<file path="config.mk">
export PLATFORM = sky130hd
export DESIGN_NAME = load_cell_median_ema_motion_filter_top
export DESIGN_NICKNAME = d
export VERILOG_FILES = /design/src/hw/rtl/lcmf_pkg.sv /design/src/hw/rtl/lcmf_median.sv /design/src/hw/rtl/lcmf_blend.sv /design/src/hw/rtl/load_cell_median_ema_motion_filter_top.sv
export SDC_FILE = /design/constraint.sdc
export NUM_CORES = 2
export LEC_CHECK = 0
export ABC_AREA = 1
export BUFFER_PORTS_ARGS = -buffer_cell sky130_fd_sc_hd__buf_4
export CAP_MARGIN = 20
export CORE_MARGIN = 2
export CORE_UTILIZATION = 50
export DETAILED_ROUTE_END_ITERATION = 8
export GPL_ROUTABILITY_DRIVEN = 1
export PLACE_DENSITY = 0.76
export SKIP_LAST_GASP = 1
export SLEW_MARGIN = 10
export SYNTH_ARGS = -nofsm -noshare
export SYNTH_HDL_FRONTEND = slang
export SYNTH_SLANG_ARGS = --single-unit
</file>
<file path="constraint.sdc">
create_clock -name clk -period 14.36 [get_ports clk]
set_input_delay 1.436 -clock clk [delete_from_list [all_inputs] [get_ports clk]]
set_output_delay 1.436 -clock clk [all_outputs]
set_load 0.02 [all_outputs]
</file>
<file path="src/hw/rtl/lcmf_pkg.sv">
// shared types and constants for the load-cell median / dual-ema motion filter
// no dependencies; imported by every module of the block
package lcmf_pkg;

  // sample path
  localparam int SAMPLE_BITS  = 24;
  localparam int MEDIAN_TAPS  = 5;
  localparam int MED_RANK     = MEDIAN_TAPS / 2;
  localparam int TAP_IDX_W    = $clog2(MEDIAN_TAPS);
  localparam int FILL_W       = $clog2(MEDIAN_TAPS + 1);
  localparam int RANK_W       = $clog2(MEDIAN_TAPS);

  // port widths fixed by the interface
  localparam int SAMPLE_IN_W  = 24;
  localparam int MEDIAN_OUT_W = 24;
  localparam int TIME_W       = 32;
  localparam int CFG_DATA_W   = 16;
  localparam int CFG_IDX_W    = 2;

  // levels and blend arithmetic
  localparam int LEVEL_W      = 32;
  localparam int LEVEL_FRAC   = 8;
  localparam int COEF_W       = 16;
  localparam int COEF_CNT_W   = $clog2(COEF_W);
  localparam int DELTA_W      = LEVEL_W + 1;
  localparam int ACC_W        = LEVEL_W + 2;

  // q0.16 weights of the new value, rounded half up
  localparam logic [COEF_W-1:0] W_FAST         = 16'd22938;
  localparam logic [COEF_W-1:0] W_SLOW         = 16'd5243;
  localparam logic [COEF_W-1:0] W_DISP_SETTLED = 16'd13107;
  localparam logic [COEF_W-1:0] W_DISP_NEITHER = 16'd9830;

  // configuration register indexes and reset values
  localparam logic [CFG_IDX_W-1:0]  REG_THRESHOLD = 2'd0;
  localparam logic [CFG_IDX_W-1:0]  REG_DELAY     = 2'd1;
  localparam logic [CFG_DATA_W-1:0] THRESHOLD_RST = 16'd120;
  localparam logic [CFG_DATA_W-1:0] DELAY_RST     = 16'd700;

  // input kind codes
  localparam logic KIND_SAMPLE = 1'b0;
  localparam logic KIND_TARE   = 1'b1;

  typedef struct packed {
    logic                start;
    logic [LEVEL_W-1:0]  base;
    logic [LEVEL_W-1:0]  target;
    logic [COEF_W-1:0]   weight;
  } blend_req_t;

  typedef struct packed {
    logic                done;
    logic [DELTA_W-1:0]  delta;
  } blend_rsp_t;

  typedef struct packed {
    logic clear;
    logic push;
    logic search;
  } med_ctl_t;

  typedef struct packed {
    logic done;
    logic full;
  } med_rsp_t;

endpackage

</file>
<file path="src/hw/rtl/lcmf_median.sv">
// sample history shift line and rank-search median unit
// depends on lcmf_pkg
module lcmf_median import lcmf_pkg::*; (
  input  logic                   clk,
  input  logic                   rst_n,
  input  med_ctl_t               ctl,
  input  logic [SAMPLE_BITS-1:0] push_data,
  output med_rsp_t               rsp,
  output logic [SAMPLE_BITS-1:0] median
);

  logic [SAMPLE_BITS-1:0] hist_r [MEDIAN_TAPS];
  logic [FILL_W-1:0]      fill_r;
  logic [TAP_IDX_W-1:0]   cnt_r;
  logic                   busy_r;
  logic                   done_r;
  logic                   found_r;
  logic [SAMPLE_BITS-1:0] median_r;

  logic [RANK_W-1:0]      less_cnt;
  logic [RANK_W-1:0]      eq_cnt;
  logic                   qualifies;

  // candidate sits at tap 0; count how the other taps rank against it
  always_comb begin
    less_cnt = '0;
    eq_cnt   = '0;
    for (int j = 1; j < MEDIAN_TAPS; j++) begin
      if ($signed(hist_r[j]) < $signed(hist_r[0])) begin
        less_cnt = less_cnt + RANK_W'(1);
      end
      if (hist_r[j] == hist_r[0]) begin
        eq_cnt = eq_cnt + RANK_W'(1);
      end
    end
    qualifies = (less_cnt <= RANK_W'(MED_RANK)) &&
                (({1'b0, less_cnt} + {1'b0, eq_cnt}) >= (RANK_W + 1)'(MED_RANK));
  end

  // history: shift in on push, rotate once per search step
  always_ff @(posedge clk) begin
    if (ctl.push) begin
      hist_r[0] <= push_data;
      for (int i = 1; i < MEDIAN_TAPS; i++) begin
        hist_r[i] <= hist_r[i-1];
      end
    end else if (busy_r) begin
      hist_r[MEDIAN_TAPS-1] <= hist_r[0];
      for (int i = 0; i < MEDIAN_TAPS - 1; i++) begin
        hist_r[i] <= hist_r[i+1];
      end
    end
  end

  always_ff @(posedge clk) begin
    if (!rst_n) begin
      fill_r  <= '0;
      cnt_r   <= '0;
      busy_r  <= 1'b0;
      done_r  <= 1'b0;
      found_r <= 1'b0;
    end else begin
      done_r <= 1'b0;
      if (ctl.clear) begin
        fill_r <= '0;
      end else if (ctl.push && (fill_r != FILL_W'(MEDIAN_TAPS))) begin
        fill_r <= fill_r + FILL_W'(1);
      end
      if (ctl.search) begin
        busy_r  <= 1'b1;
        cnt_r   <= '0;
        found_r <= 1'b0;
      end else if (busy_r) begin
        if (qualifies && !found_r) begin
          found_r <= 1'b1;
        end
        cnt_r <= cnt_r + TAP_IDX_W'(1);
        if (cnt_r == TAP_IDX_W'(MEDIAN_TAPS - 1)) begin
          busy_r <= 1'b0;
          done_r <= 1'b1;
        end
      end
    end
  end

  always_ff @(posedge clk) begin
    if (busy_r && qualifies && !found_r) begin
      median_r <= hist_r[0];
    end
  end

  assign rsp.done = done_r;
  assign rsp.full = (fill_r == FILL_W'(MEDIAN_TAPS));
  assign median   = median_r;

endmodule

</file>
<file path="src/hw/rtl/lcmf_blend.sv">
// bit-serial blend unit: delta = floor(((target - base) * weight + 2^15) / 2^16)
// one weight bit per cycle; depends on lcmf_pkg
module lcmf_blend import lcmf_pkg::*; (
  input  logic       clk,
  input  logic       rst_n,
  input  blend_req_t req,
  output blend_rsp_t rsp
);

  logic signed [DELTA_W-1:0] d_r;
  logic        [COEF_W-1:0]  w_r;
  logic signed [ACC_W-1:0]   acc_r;
  logic        [COEF_W-1:0]  lo_r;
  logic [COEF_CNT_W-1:0]     cnt_r;
  logic                      busy_r;
  logic                      done_r;

  logic signed [ACC_W-1:0]   addend;
  logic signed [ACC_W-1:0]   sum;
  logic signed [ACC_W-1:0]   rounded;

  assign addend  = w_r[0] ? ACC_W'(d_r) : '0;
  assign sum     = acc_r + addend;
  // low half of the product decides the half-up rounding
  assign rounded = acc_r + $signed({{(ACC_W-1){1'b0}}, lo_r[COEF_W-1]});

  always_ff @(posedge clk) begin
    if (req.start) begin
      d_r   <= DELTA_W'($signed(req.target)) - DELTA_W'($signed(req.base));
      w_r   <= req.weight;
      acc_r <= '0;
      lo_r  <= '0;
    end else if (busy_r) begin
      acc_r <= sum >>> 1;
      lo_r  <= {sum[0], lo_r[COEF_W-1:1]};
      w_r   <= {1'b0, w_r[COEF_W-1:1]};
    end
  end

  always_ff @(posedge clk) begin
    if (!rst_n) begin
      busy_r <= 1'b0;
      done_r <= 1'b0;
      cnt_r  <= '0;
    end else begin
      done_r <= 1'b0;
      if (req.start) begin
        busy_r <= 1'b1;
        cnt_r  <= '0;
      end else if (busy_r) begin
        cnt_r <= cnt_r + COEF_CNT_W'(1);
        if (cnt_r == COEF_CNT_W'(COEF_W - 1)) begin
          busy_r <= 1'b0;
          done_r <= 1'b1;
        end
      end
    end
  end

  assign rsp.done  = done_r;
  assign rsp.delta = rounded[DELTA_W-1:0];

endmodule

</file>
<file path="src/hw/rtl/load_cell_median_ema_motion_filter_top.sv">
// Load-cell filter: five-tap median, fast/slow ema, motion and settle flags, display level.
// The median search rotates the history once, one tap per cycle, then the level is loaded.
// Two bit-serial blend units then run the fast and slow ema side by side. Unless the weight
// is moving, one of them then runs the display blend. Then the output register is loaded.
// While the history fills, the median search is skipped. The first sample after reset or
// tare loads the levels without a blend, and a tare goes straight to the output register.
// One transaction is in work at a time. The input is stalled from acceptance until the
// result is loaded. The finished result waits in the output register while the next
// transaction is accepted. Levels are signed q.8. Depends on lcmf_pkg, lcmf_median and
// lcmf_blend.
module load_cell_median_ema_motion_filter_top import lcmf_pkg::*; (
  input  logic                           clk,
  input  logic                           rst_n,
  input  logic                           in_valid,
  output logic                           in_stall,
  input  logic                           in_kind,
  input  logic signed [SAMPLE_IN_W-1:0]  in_sample,
  input  logic        [TIME_W-1:0]       in_now_ms,
  output logic                           out_valid,
  input  logic                           out_stall,
  output logic signed [MEDIAN_OUT_W-1:0] out_median_value,
  output logic signed [LEVEL_W-1:0]      out_fast_value,
  output logic signed [LEVEL_W-1:0]      out_slow_value,
  output logic signed [LEVEL_W-1:0]      out_display_value,
  output logic                           out_moving,
  output logic                           out_settled,
  input  logic                           cfg_valid,
  output logic                           cfg_ready,
  input  logic [CFG_IDX_W-1:0]           cfg_index,
  input  logic [CFG_DATA_W-1:0]          cfg_data
);

  typedef enum logic [2:0] {
    S_IDLE, S_PREP, S_MED, S_LEVEL, S_EMA, S_DSTART, S_DISP, S_OUT
  } state_t;

  state_t                     state_r;
  logic [CFG_DATA_W-1:0]      thr_r;
  logic [CFG_DATA_W-1:0]      delay_r;
  logic [SAMPLE_BITS-1:0]     med_val_r;
  logic [TIME_W-1:0]          now_r;
  logic [TIME_W-1:0]          last_r;
  logic signed [LEVEL_W-1:0]  fast_r;
  logic signed [LEVEL_W-1:0]  slow_r;
  logic signed [LEVEL_W-1:0]  shown_r;
  logic                       primed_r;
  logic                       moving_r;
  logic                       settled_r;

  logic                            out_valid_r;
  logic signed [MEDIAN_OUT_W-1:0]  out_median_r;
  logic signed [LEVEL_W-1:0]       out_fast_r;
  logic signed [LEVEL_W-1:0]       out_slow_r;
  logic signed [LEVEL_W-1:0]       out_display_r;
  logic                            out_moving_r;
  logic                            out_settled_r;

  med_ctl_t               med_ctl;
  med_rsp_t               med_rsp;
  logic [SAMPLE_BITS-1:0] med_value;
  blend_req_t             req0;
  blend_req_t             req1;
  blend_rsp_t             rsp0;
  blend_rsp_t             rsp1;

  logic                       in_take;
  logic signed [LEVEL_W-1:0]  level;
  logic signed [DELTA_W-1:0]  step;
  logic        [DELTA_W-1:0]  step_mag;
  logic                       motion;
  logic                       quiet;
  logic signed [LEVEL_W-1:0]  fast_new;

  assign in_stall  = (state_r != S_IDLE);
  assign in_take   = in_valid && (state_r == S_IDLE);
  assign cfg_ready = 1'b1;

  assign med_ctl.clear  = in_take && (in_kind == KIND_TARE);
  assign med_ctl.push   = in_take && (in_kind == KIND_SAMPLE);
  assign med_ctl.search = (state_r == S_PREP) && med_rsp.full;

  lcmf_median u_median (
    .clk       (clk),
    .rst_n     (rst_n),
    .ctl       (med_ctl),
    .push_data (in_sample[SAMPLE_BITS-1:0]),
    .rsp       (med_rsp),
    .median    (med_value)
  );

  assign level = LEVEL_W'($signed(med_val_r)) <<< LEVEL_FRAC;

  // unit 0 does the fast ema, then the display blend
  always_comb begin
    req0.start  = ((state_r == S_LEVEL) && primed_r) || (state_r == S_DSTART);
    req0.base   = (state_r == S_DSTART) ? shown_r : fast_r;
    req0.target = (state_r == S_DSTART) ? slow_r : level;
    if (state_r == S_DSTART) begin
      req0.weight = settled_r ? W_DISP_SETTLED : W_DISP_NEITHER;
    end else begin
      req0.weight = W_FAST;
    end
    req1.start  = (state_r == S_LEVEL) && primed_r;
    req1.base   = slow_r;
    req1.target = level;
    req1.weight = W_SLOW;
  end

  lcmf_blend u_blend_fast (
    .clk   (clk),
    .rst_n (rst_n),
    .req   (req0),
    .rsp   (rsp0)
  );

  lcmf_blend u_blend_slow (
    .clk   (clk),
    .rst_n (rst_n),
    .req   (req1),
    .rsp   (rsp1)
  );

  // the fast-level step equals the blend delta
  assign step     = $signed(rsp0.delta);
  assign step_mag = step[DELTA_W-1] ? DELTA_W'(-step) : DELTA_W'(step);
  assign motion   = step_mag > (DELTA_W'(thr_r) << LEVEL_FRAC);
  assign quiet    = TIME_W'(now_r - last_r) > TIME_W'(delay_r);
  assign fast_new = fast_r + LEVEL_W'(step);

  always_ff @(posedge clk) begin
    if (!rst_n) begin
      state_r     <= S_IDLE;
      thr_r       <= THRESHOLD_RST;
      delay_r     <= DELAY_RST;
      last_r      <= '0;
      fast_r      <= '0;
      slow_r      <= '0;
      shown_r     <= '0;
      primed_r    <= 1'b0;
      moving_r    <= 1'b0;
      settled_r   <= 1'b0;
      out_valid_r <= 1'b0;
    end else begin
      if (cfg_valid) begin
        if (cfg_index == REG_THRESHOLD) begin
          thr_r <= cfg_data;
        end else if (cfg_index == REG_DELAY) begin
          delay_r <= cfg_data;
        end
      end
      if ((state_r == S_OUT) && (!out_valid_r || !out_stall)) begin
        out_valid_r <= 1'b1;
      end else if (out_valid_r && !out_stall) begin
        out_valid_r <= 1'b0;
      end
      case (state_r)
        S_IDLE: begin
          if (in_valid) begin
            now_r <= in_now_ms;
            if (in_kind == KIND_TARE) begin
              med_val_r <= '0;
              last_r    <= in_now_ms;
              fast_r    <= '0;
              slow_r    <= '0;
              shown_r   <= '0;
              primed_r  <= 1'b0;
              moving_r  <= 1'b0;
              settled_r <= 1'b0;
              state_r   <= S_OUT;
            end else begin
              med_val_r <= in_sample[SAMPLE_BITS-1:0];
              state_r   <= S_PREP;
            end
          end
        end
        S_PREP: begin
          state_r <= med_rsp.full ? S_MED : S_LEVEL;
        end
        S_MED: begin
          if (med_rsp.done) begin
            med_val_r <= med_value;
            state_r   <= S_LEVEL;
          end
        end
        S_LEVEL: begin
          if (!primed_r) begin
            fast_r   <= level;
            slow_r   <= level;
            shown_r  <= level;
            last_r   <= now_r;
            primed_r <= 1'b1;
            state_r  <= S_OUT;
          end else begin
            state_r <= S_EMA;
          end
        end
        S_EMA: begin
          if (rsp0.done) begin
            fast_r <= fast_new;
            slow_r <= slow_r + LEVEL_W'($signed(rsp1.delta));
            if (motion) begin
              last_r    <= now_r;
              moving_r  <= 1'b1;
              settled_r <= 1'b0;
              shown_r   <= fast_new;
              state_r   <= S_OUT;
            end else begin
              moving_r  <= 1'b0;
              settled_r <= quiet;
              state_r   <= S_DSTART;
            end
          end
        end
        S_DSTART: begin
          state_r <= S_DISP;
        end
        S_DISP: begin
          if (rsp0.done) begin
            shown_r <= shown_r + LEVEL_W'($signed(rsp0.delta));
            state_r <= S_OUT;
          end
        end
        S_OUT: begin
          if (!out_valid_r || !out_stall) begin
            out_median_r  <= MEDIAN_OUT_W'($signed(med_val_r));
            out_fast_r    <= fast_r;
            out_slow_r    <= slow_r;
            out_display_r <= shown_r;
            out_moving_r  <= moving_r;
            out_settled_r <= settled_r;
            state_r       <= S_IDLE;
          end
        end
        default: begin
          state_r <= S_IDLE;
        end
      endcase
    end
  end

  assign out_valid         = out_valid_r;
  assign out_median_value  = out_median_r;
  assign out_fast_value    = out_fast_r;
  assign out_slow_value    = out_slow_r;
  assign out_display_value = out_display_r;
  assign out_moving        = out_moving_r;
  assign out_settled       = out_settled_r;

  // both ema units are started together and must finish together
  a_blend_lockstep: assert property (@(posedge clk) disable iff (!rst_n)
    rsp1.done |-> (rsp0.done && (state_r == S_EMA)))
    else $error("slow ema finished out of step with fast ema");

  // a median result only shows up while the fsm waits for it
  a_median_owner: assert property (@(posedge clk) disable iff (!rst_n)
    med_rsp.done |-> (state_r == S_MED))
    else $error("median search finished outside its wait state");

  // a new result is only published from the output state
  a_out_source: assert property (@(posedge clk) disable iff (!rst_n)
    $rose(out_valid) |-> $past(state_r == S_OUT))
    else $error("result published outside the output state");

  // an accepted transaction holds off the next one
  a_single_item: assert property (@(posedge clk) disable iff (!rst_n)
    (in_valid && !in_stall) |=> in_stall)
    else $error("second transaction accepted while one is in work");

endmodule
</file>
==> qor.csv <==
stage,metric,value,unit
logic_synthesis,synth_xor_area_share,3.56,%
min_path,min_from,u_blend_slow.w_r[12]$_SDFFE_PP1P_,
power,combPwrFrac,48.8,%
critical_path,critPathKind,register to register,
grt,antenna_found_initial,3,
clock_tree,clock_latency,0.69,ns
timing,final.period_utilization,42.5,%
critical_path,worst-r2r-cell-count,28,
timing,slew_viol_final,0,
run_status,status,"complete, no violations",
critical_path,r2r_slack,8.25,ns
min_path,holdPathEnd,u_blend_slow.w_r[12]$_SDFFE_PP1P_,
logic_synthesis,synth-compound-area-share,15.9,%
critical_path,path_delay_family,simple AND/OR/NAND/NOR gates,
clock_tree,h-tree-depth,3,
routing,drtIter0Drc,3982,
timing,fin_ws,8.25,ns
die,die_w,303,um
logic_synthesis,synth_top_family_by_area,simple AND/OR/NAND/NOR gates,
critical_path,critPathSlowestCell,nand2_2,
clock_tree,cts_tree,built,
timing,hold_viol_final,0,
routing,route.detailed.drc,0,
timing,setup_viol,0,
critical_path,crit_buf_inv,5,
critical_path,crit_top_cell,nand2_1,
timing,clock-skew-final,0.0511,ns
min_path,min_path_type,register to register,
critical_path,endpoint_kind,register,
timing,slew_headroom,29.3,%
routing,vias,40400,
power,switching_power,4.36,mW
timing,worst-slew-pin-transition,1.05,ns
logic_synthesis,synth_nets,6241,
logic_synthesis,seq_area_frac_synth,39.0,%
logic_synthesis,yosysMostFrequentCell,nand2_1,
routing,dr.pass1.iters,8,
clock_tree,cts.sinks,671,
clock_tree,cts_root_buf,clkbuf_16,
power,intPower,5.13,mW
logic_synthesis,postSynthAreaPerCell,7.77,um^2
logic_synthesis,synth_top_area_share,27.1,%
power,seqPwrFrac,29.7,%
place,gp_congestion,1.02,
logic_synthesis,syn-cell-area,44700,um^2
min_path,hold_depth,2,
grt,grt_pass1_wl,217,mm
logic_synthesis,synthTopCellsByArea,"edfxtp_1 (27%), dfxtp_1 (12%), nand2_1 (11%)",
timing,timing.final.crit_period,6.11,ns
die,rows,109,
clock_tree,cts_made_buffers,77,
die,start_util,50.5,%
finish,fill_cells,8161,
die,die_h,303,um
grt,grt_usage,30.7,%
timing,fin_tns_setup,0,ns
logic_synthesis,synth_ff_type,edfxtp_1,
run,drv_cap,0,
timing,max_freq,0.164,GHz
critical_path,timing.rr.end,shown_r[25]$_SDFFE_PN0P_,
power,switching_share,46.0,%
critical_path,startpoint_type,register,
critical_path,slowest_delay,0.63,ns
routing,wl_per_cell,20.1,um
clock_tree,clk_pin_slew,0.06,ns
logic_synthesis,synth_cells,5760,
logic_synthesis,async_flop_share,0,%
critical_path,rr_startpoint,u_blend_fast.acc_r[0]$_SDFFE_PN0P_,
clock_tree,ctsHoldBuffers,0,
finish,drive_gt1_share,8.36,%
finish,area_growth,11.9,%
logic_synthesis,synth_seq_cells,671,
critical_path,crit_fanout,33,
clock_tree,postCtsSetupBuffers,0,
place,io_buffers,203,
logic_synthesis,yosysTopAreaCell,edfxtp_1,
finish,design_area,50100,um^2
logic_synthesis,yosys.area_share.adder,11.4,%
logic_synthesis,ys_warn_count,0,
logic_synthesis,ys_types,69,
clock_tree,cts.repair.resized,0,
grt,grt_pass1_vias,37400,
power,p_leak,22.9,nW
grt,grt_max_degree,123,
clock_tree,clk_path_buf_depth,3,
logic_synthesis,synth_commonest_cells,"nand2_1 (1310), inv_1 (743), a21oi_1 (602), nor2_1 (501), edfxtp_1 (403)",
critical_path,worstPathArrival,6.70,ns
power,powerDensity,190,nW/um^2
timing,rsz0062_at_grt,no,
die,coreArea,88500,um^2
finish,nNetsFinal,6412,
grt,grt_overflow,0,
routing,viasPerCell,5.65,
place,dp_slack,8.37,ns
logic_synthesis,synth_edf_count,403,
place,place_area,47400,um^2
logic_synthesis,synth_mux_area_share,1.48,%
routing,ant_nets,0,
place,dp_hpwl,110,mm
power,clockPowerShare,21.5,%
critical_path,cp_data_required_time,14.96,ns
die,die_area,91900,um^2
routing,drt-total-wl,144,mm
power,peakVddDrop,113,uV
logic_synthesis,yosys.area_share.simple,20.9,%
die,ios,205,
## layout make-up
class / instances / area (um^2) / share of cell area, %
Inverter: 762 / 2860 / 5.72
Antenna cell: 2 / 5.00 / 0.0100
Clock buffer: 96 / 2110 / 4.22
Multi-Input combinational cell: 4183 / 23900 / 47.7
Sequential cell: 671 / 17500 / 34.9
Clock inverter: 47 / 490 / 0.980
Timing Repair Buffer: 236 / 1780 / 3.56
Tap cell: 1165 / 1460 / 2.91
## flip-flops by register name, indices dropped and copies added (netlist names), 32 cells and up
name and flops:
out_display_value 32, out_slow_value 32, u_blend_slow.d_r 33, u_median.hist_r 120
u_blend_slow.acc_r 33, now_r 32, slow_r 32, u_blend_fast.acc_r 33
u_blend_fast.d_r 33, shown_r 32, last_r 32, out_fast_value 32
fast_r 32
## logic make-up after synthesis
| group | Yosys count |
|---|---|
| AND/OR/NAND/NOR | 2256 |
| AO/OA/AOI/OAI | 1283 |
| buffers and inverters | 906 |
| flip-flops | 671 |
| adder cells (fa/ha/maj) | 401 |
| XOR/XNOR | 180 |
| multiplexers | 62 |
| other | 1 |
## cell usage in the layout, fill, tap and decap left out, drive strengths merged, types with 4 or more instances in the layout
master / n
a21o: 30
o221ai: 14
nand3: 251
a221oi: 6
mux2i: 30
o31ai: 4
o2111ai: 5
nor4: 9
nor3: 42
o22ai: 5
nand4: 47
ha: 392
nand3b: 6
a21oi: 602
inv: 761
clkbuf: 96
a211oi: 12
fa: 9
mux2: 32
xnor2: 50
o211ai: 40
dfxtp: 268
edfxtp: 403
clkinv: 37
xor2: 130
a31oi: 56
o21bai: 37
or2: 25
o21a: 25
nor2: 540
clkinvlp: 7
o21ai: 401
bufinv: 4
a21boi: 24
a2111oi: 7
buf: 236
nand2: 1325
## stage by stage
step	total power, mW	hold WS, ns	util [%]	std cells
6_report	9.49	0.466	56.5	7162
5_1_grt	10.1	0.478	56.5	7160
4_1_cts	9.42	0.467	56.5	7159
3_5_place_dp	7.36	0.455	53.6	7016
3_3_place_gp	7.27	0.441	53.6	7016
2_1_floorplan	6.02	0.403	-	5760
## worst register-to-register path: cells and delay by family, from the launching register on
family                     cells  cell delay [ns]
and+or+nand+nor               18             3.31
AOI/OAI and AO/OA              1             0.18
DFF                            1             0.35
buffers and inverters          5             1.02
xor gates and xnor gates       1             0.27
adders and majority gates      3             0.91
## metal layers
| layer | routed length, um | vias up | global-route usage, % | share of wire (%) |
|---|---|---|---|---|
| met2 | 63400 | 1646 | 48.0 | 44 |
| met1 | 62100 | 18800 | 42.0 | 43 |
| met3 | 12900 | 240 | 6.67 | 9.0 |
| met5 | 21 | - | 0 | 0.015 |
| met4 | 5320 | 4 | 11.3 | 3.7 |
| li1 | - | 19700 | - | - |
## how the worst max path moves through the flow
stage               slack, ns                          startpoint                              to  cells past startpoint
floorplan                6.81                               rst_n  out_display_value[0]$_DFFE_PP_                      4
global placement         8.53  u_blend_fast.acc_r[0]$_SDFFE_PN0P_        shown_r[21]$_SDFFE_PN0P_                     28
detailed placement       8.37  u_blend_fast.acc_r[0]$_SDFFE_PN0P_        shown_r[25]$_SDFFE_PN0P_                     28
CTS                      8.32  u_blend_fast.acc_r[0]$_SDFFE_PN0P_        shown_r[25]$_SDFFE_PN0P_                     28
global route             7.89  u_blend_fast.acc_r[0]$_SDFFE_PN0P_        shown_r[25]$_SDFFE_PN0P_                     28
finish                   8.25  u_blend_fast.acc_r[0]$_SDFFE_PN0P_        shown_r[25]$_SDFFE_PN0P_                     28
## power by group through the flow
stage	Sequential (mW)	Clock, mW	Combinational, mW
CTS	2.81	2.07	4.55
global placement	2.83	0	4.44
finish	2.82	2.04	4.63
detailed placement	2.84	0	4.51
global route	2.85	2.14	5.14
floorplan	2.69	0	3.33
Note: power is estimated with default switching activity, not from simulation.
